**src/design/gradient_palette_lookup_core_macros.svh**
```systemverilog
// assertion macros shared by the gradient palette lookup modules
`ifndef GRADIENT_PALETTE_LOOKUP_CORE_MACROS_SVH
`define GRADIENT_PALETTE_LOOKUP_CORE_MACROS_SVH

// clocked check, off while reset is asserted
`define GPL_ASSERT(lbl, prop, msg) \
  lbl: assert property (@(posedge clk) disable iff (!rst_n) prop) else $error(msg);

// clocked check that also holds through reset
`define GPL_ASSERT_ALWAYS(lbl, prop, msg) \
  lbl: assert property (@(posedge clk) prop) else $error(msg);

`endif

```
**src/design/gpl_pkg.sv**
```systemverilog
// types and constants for the gradient palette lookup block
`timescale 1ns / 1ps

package gpl_pkg;

  localparam int POS_W  = 16;
  localparam int COL_W  = 24;
  localparam int CH_W   = 8;
  localparam int NCH    = 3;
  localparam int SPAN_W = 17;
  localparam int NUM_W  = 24;
  localparam int QCNT_W = 3;
  localparam int KEY_W  = POS_W + COL_W;

  localparam logic [SPAN_W-1:0] ONE_POS = 17'h10000;

  localparam logic OP_ADD    = 1'b0;
  localparam logic OP_LOOKUP = 1'b1;

  typedef enum logic [1:0] {
    ST_OK    = 2'd0,
    ST_EMPTY = 2'd1,
    ST_FULL  = 2'd2
  } status_t;

  typedef struct packed {
    logic             opcode;
    logic [POS_W-1:0] position;
    logic [COL_W-1:0] key_color;
  } in_item_t;

  typedef struct packed {
    logic [COL_W-1:0] blended_color;
    logic [1:0]       status;
  } out_item_t;

  typedef struct packed {
    logic [POS_W-1:0] pos;
    logic [COL_W-1:0] color;
  } key_t;

  typedef enum logic [3:0] {
    S_IDLE, S_DISP, S_ADD_RD, S_ADD_CMP, S_INS_CHK, S_SHF_RD, S_SHF_WR, S_INS_WR,
    S_LK_RDL, S_LK_CHK, S_SCAN_RD, S_SCAN_CMP, S_MUL, S_DIV, S_FIN, S_DONE
  } state_t;

  typedef enum logic [1:0] {
    RA_IDX,
    RA_IDX_M1,
    RA_LAST
  } rsel_t;

  typedef struct packed {
    logic    load;
    logic    ren;
    rsel_t   rsel;
    logic    we;
    logic    wr_new;
    logic    idx_one;
    logic    idx_inc;
    logic    idx_dec;
    logic    idx_to_count;
    logic    ins_save;
    logic    count_inc;
    logic    cap_a;
    logic    cap_wrap;
    logic    cap_b;
    logic    mul;
    logic    div_step;
    logic    set_res;
    logic    res_q;
    status_t st;
    logic    out_load;
  } cmd_t;

  typedef struct packed {
    logic opcode;
    logic count_zero;
    logic full;
    logic idx_at_count;
    logic idx_at_ins;
    logic key_eq;
    logic key_gt;
    logic wrap;
    logic div_last;
  } stat_t;

endpackage

```
**src/design/gpl_ram.sv**
```systemverilog
// generic single write port ram with registered read
`timescale 1ns / 1ps

module gpl_ram #(
  parameter int WIDTH = 40,
  parameter int DEPTH = 16
) (
  input  logic                     clk,
  input  logic                     we,
  input  logic [$clog2(DEPTH)-1:0] waddr,
  input  logic [WIDTH-1:0]         wdata,
  input  logic                     re,
  input  logic [$clog2(DEPTH)-1:0] raddr,
  output logic [WIDTH-1:0]         rdata
);

  logic [WIDTH-1:0] mem [DEPTH];
  logic [WIDTH-1:0] rdata_r;

  always_ff @(posedge clk) begin
    if (we) begin
      mem[waddr] <= wdata;
    end
    if (re) begin
      rdata_r <= mem[raddr];
    end
  end

  assign rdata = rdata_r;

endmodule

```
**src/design/gpl_dp.sv**
```systemverilog
// datapath: key store, search registers, blend multiply and divide
`timescale 1ns / 1ps

module gpl_dp #(
  parameter int MAX_KEYS = 16
) (
  input  logic              clk,
  input  logic              rst_n,
  input  gpl_pkg::in_item_t in_item,
  input  gpl_pkg::cmd_t     cmd,
  output gpl_pkg::stat_t    stat,
  output gpl_pkg::out_item_t out_item
);

  `include "gradient_palette_lookup_core_macros.svh"

  localparam int IW = $clog2(MAX_KEYS);
  localparam int CW = $clog2(MAX_KEYS + 1);

  logic                        op_r;
  logic [gpl_pkg::POS_W-1:0]   pos_r;
  logic [gpl_pkg::COL_W-1:0]   color_r;
  logic [CW-1:0]               idx_r;
  logic [CW-1:0]               ins_r;
  logic [CW-1:0]               count_r;
  logic [gpl_pkg::POS_W-1:0]   a_pos_r;
  logic [gpl_pkg::COL_W-1:0]   a_col_r;
  logic [gpl_pkg::COL_W-1:0]   b_col_r;
  logic [gpl_pkg::SPAN_W-1:0]  span_r;
  logic [gpl_pkg::SPAN_W-1:0]  off_r;
  logic [gpl_pkg::NUM_W-1:0]   num_r [gpl_pkg::NCH];
  logic [gpl_pkg::NUM_W-1:0]   num_nxt [gpl_pkg::NCH];
  logic [gpl_pkg::CH_W-1:0]    q_r [gpl_pkg::NCH];
  logic [gpl_pkg::CH_W-1:0]    q_nxt [gpl_pkg::NCH];
  logic [gpl_pkg::NUM_W-1:0]   dsh_r;
  logic [gpl_pkg::QCNT_W-1:0]  qcnt_r;
  logic [gpl_pkg::COL_W-1:0]   res_r;
  logic [gpl_pkg::COL_W-1:0]   qres;
  gpl_pkg::status_t            st_r;
  gpl_pkg::out_item_t          out_r;

  logic [gpl_pkg::KEY_W-1:0]   rdata;
  gpl_pkg::key_t               rd_key;
  gpl_pkg::key_t               wr_key;
  logic [CW-1:0]               idx_m1;
  logic [CW-1:0]               cnt_m1;
  logic [IW-1:0]               raddr;
  logic [gpl_pkg::SPAN_W-1:0]  rd_pos_x;
  logic [gpl_pkg::SPAN_W-1:0]  pos_x;
  logic [gpl_pkg::SPAN_W-1:0]  a_pos_x;

  assign rd_key  = gpl_pkg::key_t'(rdata);
  assign idx_m1  = idx_r - CW'(1);
  assign cnt_m1  = count_r - CW'(1);
  assign rd_pos_x = {1'b0, rd_key.pos};
  assign pos_x   = {1'b0, pos_r};
  assign a_pos_x = {1'b0, a_pos_r};

  always_comb begin
    case (cmd.rsel)
      gpl_pkg::RA_IDX:    raddr = idx_r[IW-1:0];
      gpl_pkg::RA_IDX_M1: raddr = idx_m1[IW-1:0];
      gpl_pkg::RA_LAST:   raddr = cnt_m1[IW-1:0];
      default:            raddr = idx_r[IW-1:0];
    endcase
  end

  always_comb begin
    if (cmd.wr_new) begin
      wr_key.pos   = pos_r;
      wr_key.color = color_r;
    end else begin
      wr_key = rd_key;
    end
  end

  gpl_ram #(
    .WIDTH (gpl_pkg::KEY_W),
    .DEPTH (MAX_KEYS)
  ) u_keys (
    .clk   (clk),
    .we    (cmd.we),
    .waddr (idx_r[IW-1:0]),
    .wdata (wr_key),
    .re    (cmd.ren),
    .raddr (raddr),
    .rdata (rdata)
  );

  // per channel products and one restoring divide step
  always_comb begin
    logic [gpl_pkg::NUM_W:0] sum;
    for (int c = 0; c < gpl_pkg::NCH; c++) begin
      sum = (gpl_pkg::NUM_W+1)'(a_col_r[c*gpl_pkg::CH_W +: gpl_pkg::CH_W])
              * (gpl_pkg::NUM_W+1)'(span_r - off_r)
          + (gpl_pkg::NUM_W+1)'(b_col_r[c*gpl_pkg::CH_W +: gpl_pkg::CH_W])
              * (gpl_pkg::NUM_W+1)'(off_r);
      if (cmd.mul) begin
        num_nxt[c] = sum[gpl_pkg::NUM_W-1:0];
        q_nxt[c]   = '0;
      end else if (num_r[c] >= dsh_r) begin
        num_nxt[c] = num_r[c] - dsh_r;
        q_nxt[c]   = {q_r[c][gpl_pkg::CH_W-2:0], 1'b1};
      end else begin
        num_nxt[c] = num_r[c];
        q_nxt[c]   = {q_r[c][gpl_pkg::CH_W-2:0], 1'b0};
      end
      qres[c*gpl_pkg::CH_W +: gpl_pkg::CH_W] = q_r[c];
    end
  end

  always_ff @(posedge clk) begin
    if (!rst_n) begin
      count_r <= '0;
    end else if (cmd.count_inc) begin
      count_r <= count_r + CW'(1);
    end
  end

  always_ff @(posedge clk) begin
    if (cmd.load) begin
      op_r    <= in_item.opcode;
      pos_r   <= in_item.position;
      color_r <= in_item.key_color;
    end
    if (cmd.load) begin
      idx_r <= '0;
    end else if (cmd.idx_one) begin
      idx_r <= CW'(1);
    end else if (cmd.idx_inc) begin
      idx_r <= idx_r + CW'(1);
    end else if (cmd.idx_dec) begin
      idx_r <= idx_m1;
    end else if (cmd.idx_to_count) begin
      idx_r <= count_r;
    end
    if (cmd.ins_save) begin
      ins_r <= idx_r;
    end
    if (cmd.cap_a) begin
      a_pos_r <= rd_key.pos;
      a_col_r <= rd_key.color;
    end
    if (cmd.cap_wrap) begin
      // last key blends toward the first key one period later
      a_col_r <= rd_key.color;
      b_col_r <= a_col_r;
      span_r  <= a_pos_x + gpl_pkg::ONE_POS - rd_pos_x;
      off_r   <= (pos_r < a_pos_r) ? pos_x + gpl_pkg::ONE_POS - rd_pos_x : pos_x - rd_pos_x;
    end
    if (cmd.cap_b) begin
      b_col_r <= rd_key.color;
      span_r  <= rd_pos_x - a_pos_x;
      off_r   <= pos_x - a_pos_x;
    end
    if (cmd.mul || cmd.div_step) begin
      for (int c = 0; c < gpl_pkg::NCH; c++) begin
        num_r[c] <= num_nxt[c];
        q_r[c]   <= q_nxt[c];
      end
    end
    if (cmd.mul) begin
      dsh_r  <= {span_r, {(gpl_pkg::NUM_W-gpl_pkg::SPAN_W){1'b0}}};
      qcnt_r <= '1;
    end else if (cmd.div_step) begin
      dsh_r  <= dsh_r >> 1;
      qcnt_r <= qcnt_r - gpl_pkg::QCNT_W'(1);
    end
    if (cmd.set_res) begin
      res_r <= cmd.res_q ? qres : '0;
      st_r  <= cmd.st;
    end
    if (cmd.out_load) begin
      out_r.blended_color <= res_r;
      out_r.status        <= st_r;
    end
  end

  assign stat.opcode       = op_r;
  assign stat.count_zero   = (count_r == '0);
  assign stat.full         = (count_r == CW'(MAX_KEYS));
  assign stat.idx_at_count = (idx_r == count_r);
  assign stat.idx_at_ins   = (idx_r == ins_r);
  assign stat.key_eq       = (rd_key.pos == pos_r);
  assign stat.key_gt       = (rd_key.pos > pos_r);
  assign stat.wrap         = (pos_r < a_pos_r) || (pos_r >= rd_key.pos);
  assign stat.div_last     = (qcnt_r == '0);
  assign out_item          = out_r;

  `GPL_ASSERT(a_count_bound, count_r <= CW'(MAX_KEYS), "key count above capacity")
  `GPL_ASSERT(a_count_step, cmd.count_inc |=> count_r == CW'($past(count_r) + CW'(1)), "count step")
  `GPL_ASSERT(a_wr_range, cmd.we |-> idx_r < CW'(MAX_KEYS), "write beyond key store")

endmodule

```
**src/design/gpl_ctrl.sv**
```systemverilog
// controller: sequences add, shift, search and blend steps
`timescale 1ns / 1ps

module gpl_ctrl (
  input  logic                clk,
  input  logic                rst_n,
  input  logic                in_valid,
  output logic                in_stall,
  output logic                out_valid,
  input  logic                out_stall,
  input  gpl_pkg::stat_t      stat,
  output gpl_pkg::cmd_t       cmd
);

  `include "gradient_palette_lookup_core_macros.svh"

  gpl_pkg::state_t state_r;
  gpl_pkg::state_t state_nxt;
  logic            out_valid_r;
  logic            out_valid_nxt;
  logic            out_free;
  logic            in_fire;

  assign out_free = !out_valid_r || !out_stall;
  assign in_fire  = in_valid && (state_r == gpl_pkg::S_IDLE);

  always_comb begin
    state_nxt = state_r;
    case (state_r)
      gpl_pkg::S_IDLE:     if (in_valid) state_nxt = gpl_pkg::S_DISP;
      gpl_pkg::S_DISP: begin
        if (stat.opcode == gpl_pkg::OP_ADD) state_nxt = gpl_pkg::S_ADD_RD;
        else if (stat.count_zero)            state_nxt = gpl_pkg::S_DONE;
        else                                 state_nxt = gpl_pkg::S_LK_RDL;
      end
      gpl_pkg::S_ADD_RD:
        state_nxt = stat.idx_at_count ? gpl_pkg::S_INS_CHK : gpl_pkg::S_ADD_CMP;
      gpl_pkg::S_ADD_CMP: begin
        if (stat.key_eq)      state_nxt = gpl_pkg::S_DONE;
        else if (stat.key_gt) state_nxt = gpl_pkg::S_INS_CHK;
        else                  state_nxt = gpl_pkg::S_ADD_RD;
      end
      gpl_pkg::S_INS_CHK:
        state_nxt = stat.full ? gpl_pkg::S_DONE : gpl_pkg::S_SHF_RD;
      gpl_pkg::S_SHF_RD:
        state_nxt = stat.idx_at_ins ? gpl_pkg::S_INS_WR : gpl_pkg::S_SHF_WR;
      gpl_pkg::S_SHF_WR:   state_nxt = gpl_pkg::S_SHF_RD;
      gpl_pkg::S_INS_WR:   state_nxt = gpl_pkg::S_DONE;
      gpl_pkg::S_LK_RDL:   state_nxt = gpl_pkg::S_LK_CHK;
      gpl_pkg::S_LK_CHK:
        state_nxt = stat.wrap ? gpl_pkg::S_MUL : gpl_pkg::S_SCAN_RD;
      gpl_pkg::S_SCAN_RD:  state_nxt = gpl_pkg::S_SCAN_CMP;
      gpl_pkg::S_SCAN_CMP:
        state_nxt = stat.key_gt ? gpl_pkg::S_MUL : gpl_pkg::S_SCAN_RD;
      gpl_pkg::S_MUL:      state_nxt = gpl_pkg::S_DIV;
      gpl_pkg::S_DIV:      if (stat.div_last) state_nxt = gpl_pkg::S_FIN;
      gpl_pkg::S_FIN:      state_nxt = gpl_pkg::S_DONE;
      gpl_pkg::S_DONE:     if (out_free) state_nxt = gpl_pkg::S_IDLE;
      default:             state_nxt = gpl_pkg::S_IDLE;
    endcase
  end

  always_comb begin
    cmd      = '0;
    cmd.rsel = gpl_pkg::RA_IDX;
    cmd.st   = gpl_pkg::ST_OK;
    case (state_r)
      gpl_pkg::S_IDLE: cmd.load = in_fire;
      gpl_pkg::S_DISP: begin
        if (stat.opcode == gpl_pkg::OP_LOOKUP) begin
          if (stat.count_zero) begin
            cmd.set_res = 1'b1;
            cmd.st      = gpl_pkg::ST_EMPTY;
          end else begin
            cmd.ren = 1'b1;
          end
        end
      end
      gpl_pkg::S_ADD_RD: cmd.ren = !stat.idx_at_count;
      gpl_pkg::S_ADD_CMP: begin
        if (stat.key_eq) begin
          cmd.we      = 1'b1;
          cmd.wr_new  = 1'b1;
          cmd.set_res = 1'b1;
        end else if (!stat.key_gt) begin
          cmd.idx_inc = 1'b1;
        end
      end
      gpl_pkg::S_INS_CHK: begin
        if (stat.full) begin
          cmd.set_res = 1'b1;
          cmd.st      = gpl_pkg::ST_FULL;
        end else begin
          cmd.ins_save     = 1'b1;
          cmd.idx_to_count = 1'b1;
        end
      end
      gpl_pkg::S_SHF_RD: begin
        cmd.ren  = !stat.idx_at_ins;
        cmd.rsel = gpl_pkg::RA_IDX_M1;
      end
      gpl_pkg::S_SHF_WR: begin
        cmd.we      = 1'b1;
        cmd.idx_dec = 1'b1;
      end
      gpl_pkg::S_INS_WR: begin
        cmd.we        = 1'b1;
        cmd.wr_new    = 1'b1;
        cmd.count_inc = 1'b1;
        cmd.set_res   = 1'b1;
      end
      gpl_pkg::S_LK_RDL: begin
        cmd.cap_a = 1'b1;
        cmd.ren   = 1'b1;
        cmd.rsel  = gpl_pkg::RA_LAST;
      end
      gpl_pkg::S_LK_CHK: begin
        cmd.cap_wrap = stat.wrap;
        cmd.idx_one  = !stat.wrap;
      end
      gpl_pkg::S_SCAN_RD: cmd.ren = 1'b1;
      gpl_pkg::S_SCAN_CMP: begin
        cmd.cap_b   = stat.key_gt;
        cmd.cap_a   = !stat.key_gt;
        cmd.idx_inc = !stat.key_gt;
      end
      gpl_pkg::S_MUL: cmd.mul = 1'b1;
      gpl_pkg::S_DIV: cmd.div_step = 1'b1;
      gpl_pkg::S_FIN: begin
        cmd.set_res = 1'b1;
        cmd.res_q   = 1'b1;
      end
      gpl_pkg::S_DONE: cmd.out_load = out_free;
      default: cmd.load = 1'b0;
    endcase
  end

  always_comb begin
    if (cmd.out_load) out_valid_nxt = 1'b1;
    else if (!out_stall) out_valid_nxt = 1'b0;
    else out_valid_nxt = out_valid_r;
  end

  always_ff @(posedge clk) begin
    if (!rst_n) begin
      state_r     <= gpl_pkg::S_IDLE;
      out_valid_r <= 1'b0;
    end else begin
      state_r     <= state_nxt;
      out_valid_r <= out_valid_nxt;
    end
  end

  assign in_stall  = (state_r != gpl_pkg::S_IDLE);
  assign out_valid = out_valid_r;

  `GPL_ASSERT_ALWAYS(a_rst_idle, !rst_n |=> state_r == gpl_pkg::S_IDLE, "reset not to idle")
  `GPL_ASSERT(a_fire_busy, in_fire |=> state_r == gpl_pkg::S_DISP, "accepted item not dispatched")
  `GPL_ASSERT(a_div_hold, (state_r == gpl_pkg::S_DIV) && !stat.div_last |=> state_r == gpl_pkg::S_DIV, "divide cut short")
  `GPL_ASSERT(a_done_load, (state_r == gpl_pkg::S_DONE) && out_free |=> out_valid_r, "result lost at done")

endmodule

```
**src/design/gradient_palette_lookup_core.sv**
```systemverilog
// top level of the gradient palette lookup block
`timescale 1ns / 1ps

// channel  | direction | payload              | handshake
// in_      | input     | opcode/position/color | in_valid, in_stall
// out_     | output    | blended_color/status  | out_valid, out_stall
//
// one item at a time; the key store is a single ram with registered read,
// so every key touched takes an address step, then a compare or write step
// add: scans keys up to the match or insert point, then shifts keys up to make room
// lookup: scans keys for the bracket, then a multiply and a bit-serial divide
// reset empties the table (key count to zero); the ram needs no clearing
// a result waiting under out_stall holds only the done step; new items are
// taken again as soon as it moves into the output register

module gradient_palette_lookup_core #(
  parameter int MAX_KEYS = 16
) (
  input  logic               clk,
  input  logic               rst_n,
  input  logic               in_valid,
  output logic               in_stall,
  input  gpl_pkg::in_item_t  in_item,
  output logic               out_valid,
  input  logic               out_stall,
  output gpl_pkg::out_item_t out_item
);

  // controller to datapath commands and the status coming back
  gpl_pkg::cmd_t  cmd;
  gpl_pkg::stat_t stat;

  gpl_ctrl u_ctrl (
    .clk       (clk),
    .rst_n     (rst_n),
    .in_valid  (in_valid),
    .in_stall  (in_stall),
    .out_valid (out_valid),
    .out_stall (out_stall),
    .stat      (stat),
    .cmd       (cmd)
  );

  // key store, bracket registers, multiply and shift-subtract divide
  gpl_dp #(
    .MAX_KEYS (MAX_KEYS)
  ) u_dp (
    .clk      (clk),
    .rst_n    (rst_n),
    .in_item  (in_item),
    .cmd      (cmd),
    .stat     (stat),
    .out_item (out_item)
  );

endmodule

```
**config.mk**
```make
export PLATFORM = sky130hd
export DESIGN_NAME = gradient_palette_lookup_core
export DESIGN_NICKNAME = d
export VERILOG_FILES = /design/src/design/gpl_pkg.sv /design/src/design/gpl_ram.sv /design/src/design/gpl_dp.sv /design/src/design/gpl_ctrl.sv /design/src/design/gradient_palette_lookup_core.sv
export VERILOG_INCLUDE_DIRS = /design/src /design/src/design
export SDC_FILE = /design/constraint.sdc
export NUM_CORES = 2
export LEC_CHECK = 0
export BUFFER_PORTS_ARGS = -buffer_cell sky130_fd_sc_hd__buf_2
export CORE_MARGIN = 10
export CORE_UTILIZATION = 35
export DETAILED_ROUTE_END_ITERATION = 7
export PLACE_DENSITY_LB_ADDON = 0.15
export SLEW_MARGIN = 20
export SYNTH_ARGS = -nofsm -noshare
export SYNTH_HDL_FRONTEND = slang
export SYNTH_SLANG_ARGS = --single-unit
```
**constraint.sdc**
```tcl
create_clock -name clk -period 8.2 [get_ports clk]
set_input_delay 0 -clock clk [delete_from_list [all_inputs] [get_ports clk]]
set_output_delay 0 -clock clk [all_outputs]
set_load 0.01 [all_outputs]
```
==> reports/results.md <==
### Status
* result of the run: finished clean

### Logic synthesis
* syn nets: 7138
* Post-Synthesis Cell Area: 72200 um2
* mean area per synthesized cell: 12.0 um2
* share of synthesized area occupied by flip-flops and latches: 0.418
* Warnings, synthesis: 0
* number of distinct library cell variants in the gate-level netlist after synthesis: 76
* fraction of synthesis flops using an asynchronous set or reset pin: 0
* cells after synthesis: 6039
* flip-flop and latch count after synthesis: 1014
* number of synthesized flops with an enable pin: 989
* dominant register cell in the synthesized netlist: edfxtp_1

### Critical path
* number of cells on the worst reg-to-reg path: 33
* cell at the slowest stage of the critical path: fa_1
* start-to-end type of the worst setup path: flop to flop
* critical path's most frequent cell: fa_1
* data arrival at the endpoint of the critical path: 8.48 ns
* WP data required: 8.68 ns
* critical path endpoint category: flop
* worst reg2reg setup slack: 0.19 ns
* maximum fanout along the worst path: 9
* capture point of the worst path: u_dp.num_r[0][44]
* destination of the worst register-to-register timing path: u_dp.num_r[0][44]
* Critical Path Source: u_dp.span_r[0]
* launching point of the worst reg2reg path: u_dp.span_r[0]
* critical path's largest stage delay: 0.53 ns
* nature of the critical path startpoint: flop

### Finish
* Multi-input gate area: 38000 um2
* Filler cells: 19700
* NumNets Final: 7358
* fraction of final layout cells with drive strength greater than 1: 0.122
* sequential standard cell area: 30200 um2
* non-filler cells, final: 9038
* area overhead of the layout relative to synthesis: 13.4%
* number of diodes: 0

### Clock tree
* H-tree depth reported by CTS: 3
* clk root buf: clkbuf_16
* Clk Latency, worst-skew pair: 0.77 ns
* Reg clk slew, reported paths: 0.06 ns
* buffer depth of the longest clock path: 3
* clock tree from TritonCTS: built
* # clock sinks: 1014
* number of buffers created by CTS: 110

### Power and ir drop
* net switching fraction of the power: 0.424
* logic gate share of total power: 0.619
* Pwr per Cell Area: 353 nW/um2
* fraction of power consumed by the clock network: 0.169
* Net Switching: 12.2 mW
* leakage power: 32.7 nW
* worst voltage drop across the vdd grid: 610 uV
* portion of total power attributed to sequential cells: 0.212
* Internal Pwr Total: 16.7 mW

### Place
* pre-CTS setup slack: 0.0313 ns
* cell count after placement: 8737
* DP HPWL: 141000 um
* global placer's final weighted congestion: 0.842
* number of buffer cells added on primary ports: 72

### Timing
* post-route worst hold slack: 0.0820 ns
* final worst clock skew: 0.0908 ns
* final-report max-slew violation count: 0
* share of the cycle needed by the critical path after routing: 0.977
* post-route worst setup slack: 0.192 ns
* count of final hold-check violations: 0
* Setup Viol. Count Final: 0
* unrepaired setup endpoints after global routing: yes
* shortest period the worst path allows: 8.01 ns
* pin slew with the least headroom to its limit: 1.02 ns
* worst-case headroom to the max-slew limit: 0.318
* Max Clock Freq: 125 MHz

### Die
* Initial Util: 0.352
* number of core rows: 166
* horizontal die dimension: 474 um
* core region area: 205000 um2
* IO Count: 73
* Vert. Die Dim: 474 um
* overall die area: 225000 um2

### Global route
* overall routing resource usage: 0.180
* pin count of the biggest net entering global routing: 121
* number of antenna violations at the first check in global routing: 9
* remaining global-route overflow: 0
* global-route wire length before repair: 309000 um
* via count of the first global-routing pass: 48600

### Route
* Avg WL per Cell: 22.3 um
* First DRT Iteration DRCs: 3230
* routed vias: 45400
* post-detailed-routing wire length: 201000 um
* drc violations: 0
* first-pass detailed-route iteration total: 7
* residual antenna-violating net count after detailed routing: 0
* vias per cell: 5.03

### Hold path
* worst min path class: primary input to flop

### Flow run
* MaxCap Viol Count: 0

## metal layers
layer / GRT usage / vias to the layer above / part of all wire
met5: 0 / - / 0
met4: 0.0399 / 0 / 0.023
met3: 0.0222 / 233 / 0.045
met2: 0.298 / 1066 / 0.47
met1: 0.254 / 23500 / 0.46
li1: - / 20600 / -
## cell families (layout without fill, tap and decap cells)
family	count (synthesis)	count (layout)	synth area share
compound gates	684	684	0.0597
xor+xnor	227	227	0.0281
fa+ha+maj	1054	1054	0.257
buf+inv	1219	1530	0.0636
flops	1014	1014	0.418
mux	273	273	0.0663
simple gates	1568	1568	0.107
## cell usage after synthesis (45+ instances only)
cell type / n / area [um2]
a21oi_1: 237 / 1190
edfxtp_1: 989 / 29700
clkbuf_1: 237 / 890
nor2_1: 180 / 676
o21ai_0: 139 / 696
mux2i_1: 74 / 741
ha_1: 341 / 4270
a211oi_1: 56 / 420
a21o_1: 69 / 518
nand3_1: 45 / 225
xor2_1: 83 / 727
xnor2_1: 141 / 1230
mux4_2: 160 / 3600
and2_1: 421 / 2630
inv_1: 945 / 3550
fa_1: 713 / 14300
nor2b_1: 100 / 626
nand2_1: 620 / 2330
nor3_1: 51 / 255
nand2b_1: 54 / 338
## per-stage QoR
step	util	TNS [ns]	power [mW]	instance area (um2)
4_1_cts	0.398	0	28.2	81400
5_1_grt	0.400	-0.551	31.6	81800
6_report	0.400	0	28.9	81800
3_3_place_gp	0.376	0	23.2	77000
2_1_floorplan	-	0	17.3	72200
3_5_place_dp	0.376	0	23.2	77000
## final cells by class
class / instances / share of cell area
Multi-Input combinational cell: 3806 / 0.465
Sequential cell: 1014 / 0.369
Inverter: 945 / 0.0434
Tap cell: 2688 / 0.0411
Timing Repair Buffer: 382 / 0.0384
Clock buffer: 131 / 0.0347
Clock inverter: 72 / 0.00858
## critical path, delay by kind of cell, from the launching register on
family                   cells  cell delay [ns]
AO/OA/AOI/OAI               10             2.13
buffers and inverters        8             0.74
flip-flops                   1             0.40
XOR/XNOR                     2             0.28
adder cells (fa/ha/maj)      9             3.75
AND/OR/NAND/NOR              4             0.44
## worst min-delay path by stage
| stage | from | depth (start not counted) | end | slack [ns] |
|---|---|---|---|---|
| floorplan | in_item[0] | 0 | u_dp.color_r[0] | 0.1 |
| global route | in_item[38] | 2 | u_dp.pos_r[14] | 0.07 |
| detailed placement | in_item[6] | 1 | u_dp.color_r[6] | 0.18 |
| finish | in_item[38] | 2 | u_dp.pos_r[14] | 0.08 |
| CTS | in_item[38] | 2 | u_dp.pos_r[14] | 0.009 |
| global placement | in_item[6] | 1 | u_dp.color_r[6] | 0.18 |
## power groups by stage
stage | Clock, mW | Combinational (mW) | Sequential [mW]
detailed placement | 0 | 16.9 | 6.23
finish | 4.89 | 17.9 | 6.12
global route | 5.24 | 20.2 | 6.14
floorplan | 0 | 11.2 | 6.09
global placement | 0 | 16.9 | 6.23
CTS | 5.03 | 17.1 | 6.12
## repair_timing
item | in CTS | in global routing
resized for setup | 0 | 59
endpoints found under the hold margin | 77 | 0
setup buffers | 0 | 12
endpoints found under the setup margin | 0 | 20
hold buffers | 85 | 0
## registers in the layout, indices dropped and copies added (netlist names), 17 cells and up
| name | cells |
|---|---|
| u_dp.a_col_r | 24 |
| u_dp.b_col_r | 24 |
| u_dp.color_r | 24 |
| u_dp.dsh_r | 24 |
| u_dp.num_r | 72 |
| u_dp.off_r | 17 |
| u_dp.out_item | 26 |
| u_dp.q_r | 24 |
| u_dp.res_r | 24 |
| u_dp.span_r | 17 |
| u_dp.u_keys.mem | 640 |
| u_dp.u_keys.rdata | 40 |
## cells in the final DEF (no fill, tap or decap), types with 160 or more instances in the layout
cell | Yosys | final
nor2_1 | 180 | 166
a21oi_1 | 237 | 222
nand2_1 | 620 | 619
ha_1 | 341 | 332
edfxtp_1 | 989 | 989
mux4_2 | 160 | 160
buf_4 | 1 | 205
inv_1 | 945 | 939
and2_1 | 421 | 417
fa_1 | 713 | 712
No activity file was read; power rests on OpenSTA's default activity.
